===== src/design/ndt_pkg.sv =====
// Shared types, constants and name helper for the name directory table.
package ndt_pkg;

  localparam int DIR_ENTRIES = 16;
  localparam int NAME_BYTES  = 8;
  localparam int NUM_SECTORS = 1024;

  localparam int IDX_W    = (DIR_ENTRIES > 1) ? $clog2(DIR_ENTRIES) : 1;
  localparam int NAME_W   = 64;
  localparam int SECTOR_W = 10;
  localparam int LINK_W   = 11;
  localparam int SLOT_W   = 5;
  localparam int CMD_W    = 3;
  localparam int INDEX_W  = 4;

  localparam logic [SLOT_W-1:0] SLOT_NONE = '1;
  localparam logic [LINK_W-1:0] VAL_NONE  = '1;

  typedef enum logic [CMD_W-1:0] {
    OP_FIND    = 3'd0,
    OP_ADD     = 3'd1,
    OP_REMOVE  = 3'd2,
    OP_SETLINK = 3'd3,
    OP_GETLINK = 3'd4,
    OP_READ    = 3'd5
  } ndt_op_t;

  typedef enum logic [1:0] {
    STAT_OK   = 2'd0,
    STAT_DUP  = 2'd1,
    STAT_FULL = 2'd2,
    STAT_NONE = 2'd3
  } ndt_status_t;

  typedef enum logic {
    S_IDLE = 1'b0,
    S_EXEC = 1'b1
  } ndt_state_t;

  // Command broadcast to every cell.
  typedef struct packed {
    logic [CMD_W-1:0]    op;
    logic [NAME_W-1:0]   name;
    logic [SECTOR_W-1:0] sector;
    logic                isdir;
    logic [INDEX_W-1:0]  index;
  } ndt_bcast_t;

  // Running result handed from one cell to the next.
  typedef struct packed {
    logic                hit;
    logic [IDX_W-1:0]    hit_slot;
    logic                free;
    logic [IDX_W-1:0]    free_slot;
    logic [SECTOR_W-1:0] sector;
    logic [LINK_W-1:0]   link;
    logic                rd_used;
    logic [NAME_W-1:0]   rd_name;
  } ndt_chain_t;

  // Zero every byte from the first zero byte on, and beyond NAME_BYTES.
  function automatic logic [NAME_W-1:0] canon_name(input logic [NAME_W-1:0] raw);
    logic [NAME_W-1:0] r;
    logic              stop;
    r    = '0;
    stop = 1'b0;
    for (int i = 0; i < NAME_BYTES; i++) begin
      if (raw[8*i +: 8] == 8'd0) begin
        stop = 1'b1;
      end
      if (!stop) begin
        r[8*i +: 8] = raw[8*i +: 8];
      end
    end
    return r;
  endfunction

endpackage


===== src/design/name_directory_table.sv =====
// Top level of the name directory table: command control and the row of entry cells.
//
// Usage: drive cmd, entry_name, sector_in, is_directory and entry_index with
// start high; the beat is taken at a clock edge where busy is low. Commands
// are find, add, remove, set link, get link and read by index.
// Each entry is one cell in a row; the command is broadcast to all cells and
// a first-match / first-free chain runs combinationally from cell 0 upward, so
// the lowest matching or free entry wins and is written at the end of the chain cycle.
// The result is registered in the chain cycle and shown with done high
// for exactly one cycle; status, slot, value, name_out and slot_in_use are
// valid only in that cycle. A new command is taken only once the chain
// cycle of the last is over; busy is high for the chain cycle only, so
// the next start may land while done is high.
// The receiver cannot stall: a result not taken in its done cycle is gone.
// Reset (rst, synchronous) marks every entry unused and returns to idle;
// no clearing pass is needed, entry contents are read only once written.
module name_directory_table (
  input  logic        clk,
  input  logic        rst,
  input  logic        start,
  output logic        busy,
  output logic        done,
  input  logic [2:0]  cmd,
  input  logic [63:0] entry_name,
  input  logic [9:0]  sector_in,
  input  logic        is_directory,
  input  logic [3:0]  entry_index,
  output logic [1:0]  status,
  output logic [4:0]  slot,
  output logic [10:0] value,
  output logic [63:0] name_out,
  output logic        slot_in_use
);
  import ndt_pkg::*;

  ndt_state_t state;
  ndt_state_t state_next;
  logic       exec;
  logic       accept;
  ndt_bcast_t bc;

  ndt_chain_t             chain [DIR_ENTRIES+1];
  ndt_chain_t             tail;
  logic [DIR_ENTRIES-1:0] wr_vec;

  ndt_status_t       status_next;
  logic [SLOT_W-1:0] slot_next;
  logic [LINK_W-1:0] value_next;
  logic [NAME_W-1:0] name_out_next;
  logic              slot_in_use_next;

  assign accept = start && !busy;

  always_comb begin
    state_next = state;
    unique case (state)
      S_IDLE: if (accept) state_next = S_EXEC;
      S_EXEC: state_next = S_IDLE;
      default: state_next = S_IDLE;
    endcase
  end

  always_comb begin
    busy = 1'b0;
    exec = 1'b0;
    unique case (state)
      S_IDLE: busy = 1'b0;
      S_EXEC: begin
        busy = 1'b1;
        exec = 1'b1;
      end
      default: busy = 1'b0;
    endcase
  end

  always_ff @(posedge clk) begin
    if (rst) begin
      state <= S_IDLE;
      done  <= 1'b0;
    end else begin
      state <= state_next;
      done  <= exec;
    end
  end

  // Hold the command for the chain cycle.
  always_ff @(posedge clk) begin
    if (accept) begin
      bc.op     <= cmd;
      bc.name   <= canon_name(entry_name);
      bc.sector <= sector_in;
      bc.isdir  <= is_directory;
      bc.index  <= entry_index;
    end
  end

  assign chain[0] = '0;
  assign tail     = chain[DIR_ENTRIES];

  for (genvar g = 0; g < DIR_ENTRIES; g++) begin : g_cell
    ndt_cell u_cell (
      .clk     (clk),
      .rst     (rst),
      .exec    (exec),
      .bc      (bc),
      .my_idx  (IDX_W'(g)),
      .any_hit (tail.hit),
      .cin     (chain[g]),
      .cout    (chain[g+1]),
      .wr      (wr_vec[g])
    );
  end

  always_comb begin
    status_next      = STAT_NONE;
    slot_next        = SLOT_NONE;
    value_next       = '0;
    name_out_next    = '0;
    slot_in_use_next = 1'b0;
    unique case (bc.op)
      OP_FIND: begin
        value_next = VAL_NONE;
        if (tail.hit) begin
          status_next = STAT_OK;
          slot_next   = SLOT_W'(tail.hit_slot);
          value_next  = LINK_W'(tail.sector);
        end
      end
      OP_ADD: begin
        if (tail.hit) begin
          status_next = STAT_DUP;
          slot_next   = SLOT_W'(tail.hit_slot);
        end else if (tail.free) begin
          status_next = STAT_OK;
          slot_next   = SLOT_W'(tail.free_slot);
        end else begin
          status_next = STAT_FULL;
        end
      end
      OP_REMOVE, OP_SETLINK: begin
        if (tail.hit) begin
          status_next = STAT_OK;
          slot_next   = SLOT_W'(tail.hit_slot);
        end
      end
      OP_GETLINK: begin
        value_next = VAL_NONE;
        if (tail.hit) begin
          status_next = STAT_OK;
          slot_next   = SLOT_W'(tail.hit_slot);
          value_next  = tail.link;
        end
      end
      OP_READ: begin
        if (32'(bc.index) < DIR_ENTRIES) begin
          slot_next = SLOT_W'(bc.index);
          if (tail.rd_used) begin
            status_next      = STAT_OK;
            slot_in_use_next = 1'b1;
            name_out_next    = tail.rd_name;
          end
        end
      end
      default: status_next = STAT_NONE;
    endcase
  end

  always_ff @(posedge clk) begin
    if (exec) begin
      status      <= status_next;
      slot        <= slot_next;
      value       <= value_next;
      name_out    <= name_out_next;
      slot_in_use <= slot_in_use_next;
    end
  end

`ifndef NO_ASSERTIONS
  a_done_after_exec: assert property (@(posedge clk) disable iff (rst)
    done |-> $past(state == S_EXEC))
    else $error("result strobe without a chain cycle");

  a_accept_to_exec: assert property (@(posedge clk) disable iff (rst)
    accept |=> (state == S_EXEC) && busy)
    else $error("accepted command did not enter the chain cycle");

  a_single_write: assert property (@(posedge clk) disable iff (rst)
    $onehot0(wr_vec))
    else $error("more than one entry written by one command");

  a_write_only_exec: assert property (@(posedge clk) disable iff (rst)
    (wr_vec != '0) |-> exec)
    else $error("entry written outside the chain cycle");

  a_full_no_slot: assert property (@(posedge clk) disable iff (rst)
    done && (status == STAT_FULL) |-> (slot == SLOT_NONE))
    else $error("table full result carries a slot");
`endif

endmodule


===== src/design/ndt_cell.sv =====
// One directory entry: storage, name compare and its link in the lookup chain.
module ndt_cell (
  input  logic                           clk,
  input  logic                           rst,
  input  logic                           exec,
  input  ndt_pkg::ndt_bcast_t            bc,
  input  logic [ndt_pkg::IDX_W-1:0]      my_idx,
  input  logic                           any_hit,
  input  ndt_pkg::ndt_chain_t            cin,
  output ndt_pkg::ndt_chain_t            cout,
  output logic                           wr
);
  import ndt_pkg::*;

  logic                used;
  logic [NAME_W-1:0]   name;
  logic [SECTOR_W-1:0] sector;
  logic                isdir;
  logic [LINK_W-1:0]   link;

  logic match;
  logic first_hit;
  logic first_free;
  logic rd_sel;
  logic do_add;
  logic do_remove;
  logic do_setlink;

  assign match      = used && (name == bc.name);
  assign first_hit  = match && !cin.hit;
  assign first_free = !used && !cin.free;
  assign rd_sel     = (32'(bc.index) == 32'(my_idx)) && used;

  // Add waits on the whole chain: a later cell may still hold the name.
  assign do_add     = exec && (bc.op == OP_ADD) && !any_hit && first_free;
  assign do_remove  = exec && (bc.op == OP_REMOVE) && first_hit;
  assign do_setlink = exec && (bc.op == OP_SETLINK) && first_hit;
  assign wr         = do_add || do_remove || do_setlink;

  always_ff @(posedge clk) begin
    if (rst) begin
      used <= 1'b0;
    end else if (do_add) begin
      used <= 1'b1;
    end else if (do_remove) begin
      used <= 1'b0;
    end
  end

  always_ff @(posedge clk) begin
    if (do_add) begin
      name   <= bc.name;
      sector <= bc.sector;
      isdir  <= bc.isdir;
      link   <= VAL_NONE;
    end else if (do_setlink) begin
      link <= LINK_W'(bc.sector);
    end
  end

  always_comb begin
    cout.hit       = cin.hit || match;
    cout.hit_slot  = cin.hit_slot | (first_hit ? my_idx : '0);
    cout.free      = cin.free || !used;
    cout.free_slot = cin.free_slot | (first_free ? my_idx : '0);
    cout.sector    = cin.sector | (first_hit ? sector : '0);
    cout.link      = cin.link | ((first_hit && !isdir) || first_hit ? link : '0);
    cout.rd_used   = cin.rd_used || rd_sel;
    cout.rd_name   = cin.rd_name | (rd_sel ? name : '0);
  end

endmodule


===== config.mk =====
export PLATFORM = sky130hd
export DESIGN_NAME = name_directory_table
export DESIGN_NICKNAME = d
export VERILOG_FILES = /design/src/design/ndt_pkg.sv /design/src/design/name_directory_table.sv /design/src/design/ndt_cell.sv
export SDC_FILE = /design/constraint.sdc
export NUM_CORES = 2
export LEC_CHECK = 0
export BUFFER_PORTS_ARGS = -buffer_cell sky130_fd_sc_hd__buf_2
export CORE_MARGIN = 4
export CORE_UTILIZATION = 50
export DETAILED_ROUTE_END_ITERATION = 10
export PLACE_DENSITY = 0.66
export SLEW_MARGIN = 20
export SYNTH_ARGS = -nofsm -noshare
export SYNTH_HDL_FRONTEND = slang
export SYNTH_HIERARCHICAL = 1
export SYNTH_SLANG_ARGS = --single-unit

===== constraint.sdc =====
create_clock -name clk -period 19.9 [get_ports clk]
set_clock_uncertainty 0.15 [all_clocks]
set_input_delay 0.995 -clock clk [delete_from_list [all_inputs] [get_ports clk]]
set_output_delay 0.995 -clock clk [all_outputs]
set_load 0.1 [all_outputs]

==> flow_summary.toml <==
[global_route]
grt-ovfl-total = 0
grt_pass1_vias = 53390
antenna_found_initial = 8
grt_pass1_wl_um = 339200
grt_max_degree = 66
track_usage_pct = 27.36

[routing]
drt-initial-drc-count = 5863
drc = 0
first_pass_iters = 6
vias_per_cell = 5.963
route.vias.total = 55020
wirelength_um = 229000
ant_nets = 0
wire_per_inst_um = 24.82

[critical_path]
path_max_fanout = 65
crit_buf_inv = 20
cpLargestDelayFamily = "buffers and inverters"
startpoint_type = "register"
cp.arrival_ns = 18.51
crit_type = "register to register"
slowest_stage = "edfxtp_1"
cp.required_ns = 20.15
end_kind = "register"
cpPeakStageDelay_ns = 0.95

[die]
fp.dieW_um = 405.5
die_h_um = 405.5
boundaryPins = 170
die_area_um2 = 164400
coreArea_um2 = 156600
start_util_pct = 50.45
row_count = 145

[cts]
path_clk_slew_ns = 0.06
insertion_delay_ns = 0.82
holdBufCountCts = 0
cts.sinks = 1542
cts_tree = "yes"
clock_path_buffers = 3
cts_root_buf = "clkbuf_16"
htreeDepth = 4
cts-resized-gates = 0
numCtsBuffers = 161
post_cts.repair.setup_buffers = 0

[final_layout]
fill_cells = 12910
area_growth_pct = 12.24
multiInputGateArea_um2 = 33140
drive_gt1_share_pct = 15.29
fin_nets = 7126
seqCellArea_um2 = 44370

[worst_hold_path]
min_path_type = "input pin to register"

[place]
gp_congestion = 1.006
dp_hpwl_um = 169300
place_ws_ns = 1.743
io_buffers = 168

[yosys]
synth.yosys.warnings = 6
synthCells = 6496
avgSynthCellArea_um2 = 12.16
syn-cell-area_um2 = 78990

[timing]
setup_viol = 0
fin_ws_ns = 1.636
timing.fmax_ghz = 0.05475
finalCriticalPeriod_ns = 18.26
max_slew.worst_pin.slew_ns = 1.054
rsz0062_at_grt = "false"
period_share_pct = 91.78
slew_headroom_pct = 29.71
finalMaxSlewViolations = 0
hold_viol = 0
setup-tns-final_ns = 0

[power]
p_per_area_nw_per_um2 = 81.59
ir_drop_v = 0.00009406
p_leak_uw = 0.03498

[run_status]
outcome = "finished clean"

[job]
maxCapViolCount = 0
-- metrics by stage --
stage	total power [uW]	utilization [%]	cell area, um2	std cells	hold WS (ns)
after floorplan	4072	-	80070	6785	0.2880
after global placement	4282	53.34	83510	8935	0.2959
after detailed placement	4293	53.35	83520	8936	0.3016
after CTS	7257	56.62	88650	9226	0.1468
after global routing	7449	56.62	88650	9226	0.1711
final	7233	56.62	88660	9227	0.2104
-- layout make-up --
cell class | instances | share of cell area [%]
clock inverter | 91 | 0.9286
multi-input combinational | 4652 | 37.38
tap | 2058 | 2.904
antenna | 1 | 0.002823
clock buffer | 199 | 4.858
sequential | 1542 | 50.04
inverter | 338 | 1.431
timing repair buffer | 346 | 2.456
-- where the power goes --
group	internal [uW]	total [uW]	switching (uW)
clock	1700	2990	1290
combinational	234	659	425
sequential	3540	3580	39.9
total	5480	7230	1750
-- sequential cells by signal (all words and copies together), names as in the netlist --
register,cells
state,1
g_cell.u_cell/name,1024
g_cell.u_cell/used,16
bc,81
name_out,64
done,1
slot,5
value,11
status,2
g_cell.u_cell/link,176
slot_in_use,1
g_cell.u_cell/sector,160
-- cells in the final DEF (no fill, tap or decap), drive strengths merged, types with 13 or more instances in the layout --
master	count
edfxtp	1348
a21o	1088
xnor2	752
a31o	400
nor2	385
nand4	384
buf	346
inv	331
conb	291
nand2b	257
clkbuf	199
dfxtp	194
mux2i	170
nor4	134
nand2	113
o22ai	112
nor3	88
nand3	82
clkinv	82
and2	73
o21ai	39
nand3b	32
a221oi	32
o2111ai	32
o21bai	32
nor4b	32
a21oi	31
or2	17
and3	16
xor2	16
a222oi	16
a22o	16
bufinv	13
-- layer usage --
layer	wire, um	global-route usage [%]	up-vias
li1	-	-	25400
met1	106600	42.01	26860
met2	94470	38.56	2334
met3	18460	4.566	417
met4	9506	10.63	0
met5	0	0	-
-- final timing paths --
check | start | end | slack [ns] | cells past startpoint
max | bc[61]$_SDFFCE_PP0P_ | g_cell[0].u_cell/name[21]$_DFFE_PP_ | 1.64 | 41
max reg2reg | bc[61]$_SDFFCE_PP0P_ | g_cell[0].u_cell/name[21]$_DFFE_PP_ | 1.64 | 41
min | cmd[2] | bc[81]$_DFFE_PP_ | 0.21 | 1
min reg2reg | g_cell[6].u_cell/link[10]$_SDFFE_PP1P_ | g_cell[6].u_cell/link[10]$_SDFFE_PP1P_ | 0.31 | 2
(Power assumes the default switching activity.)
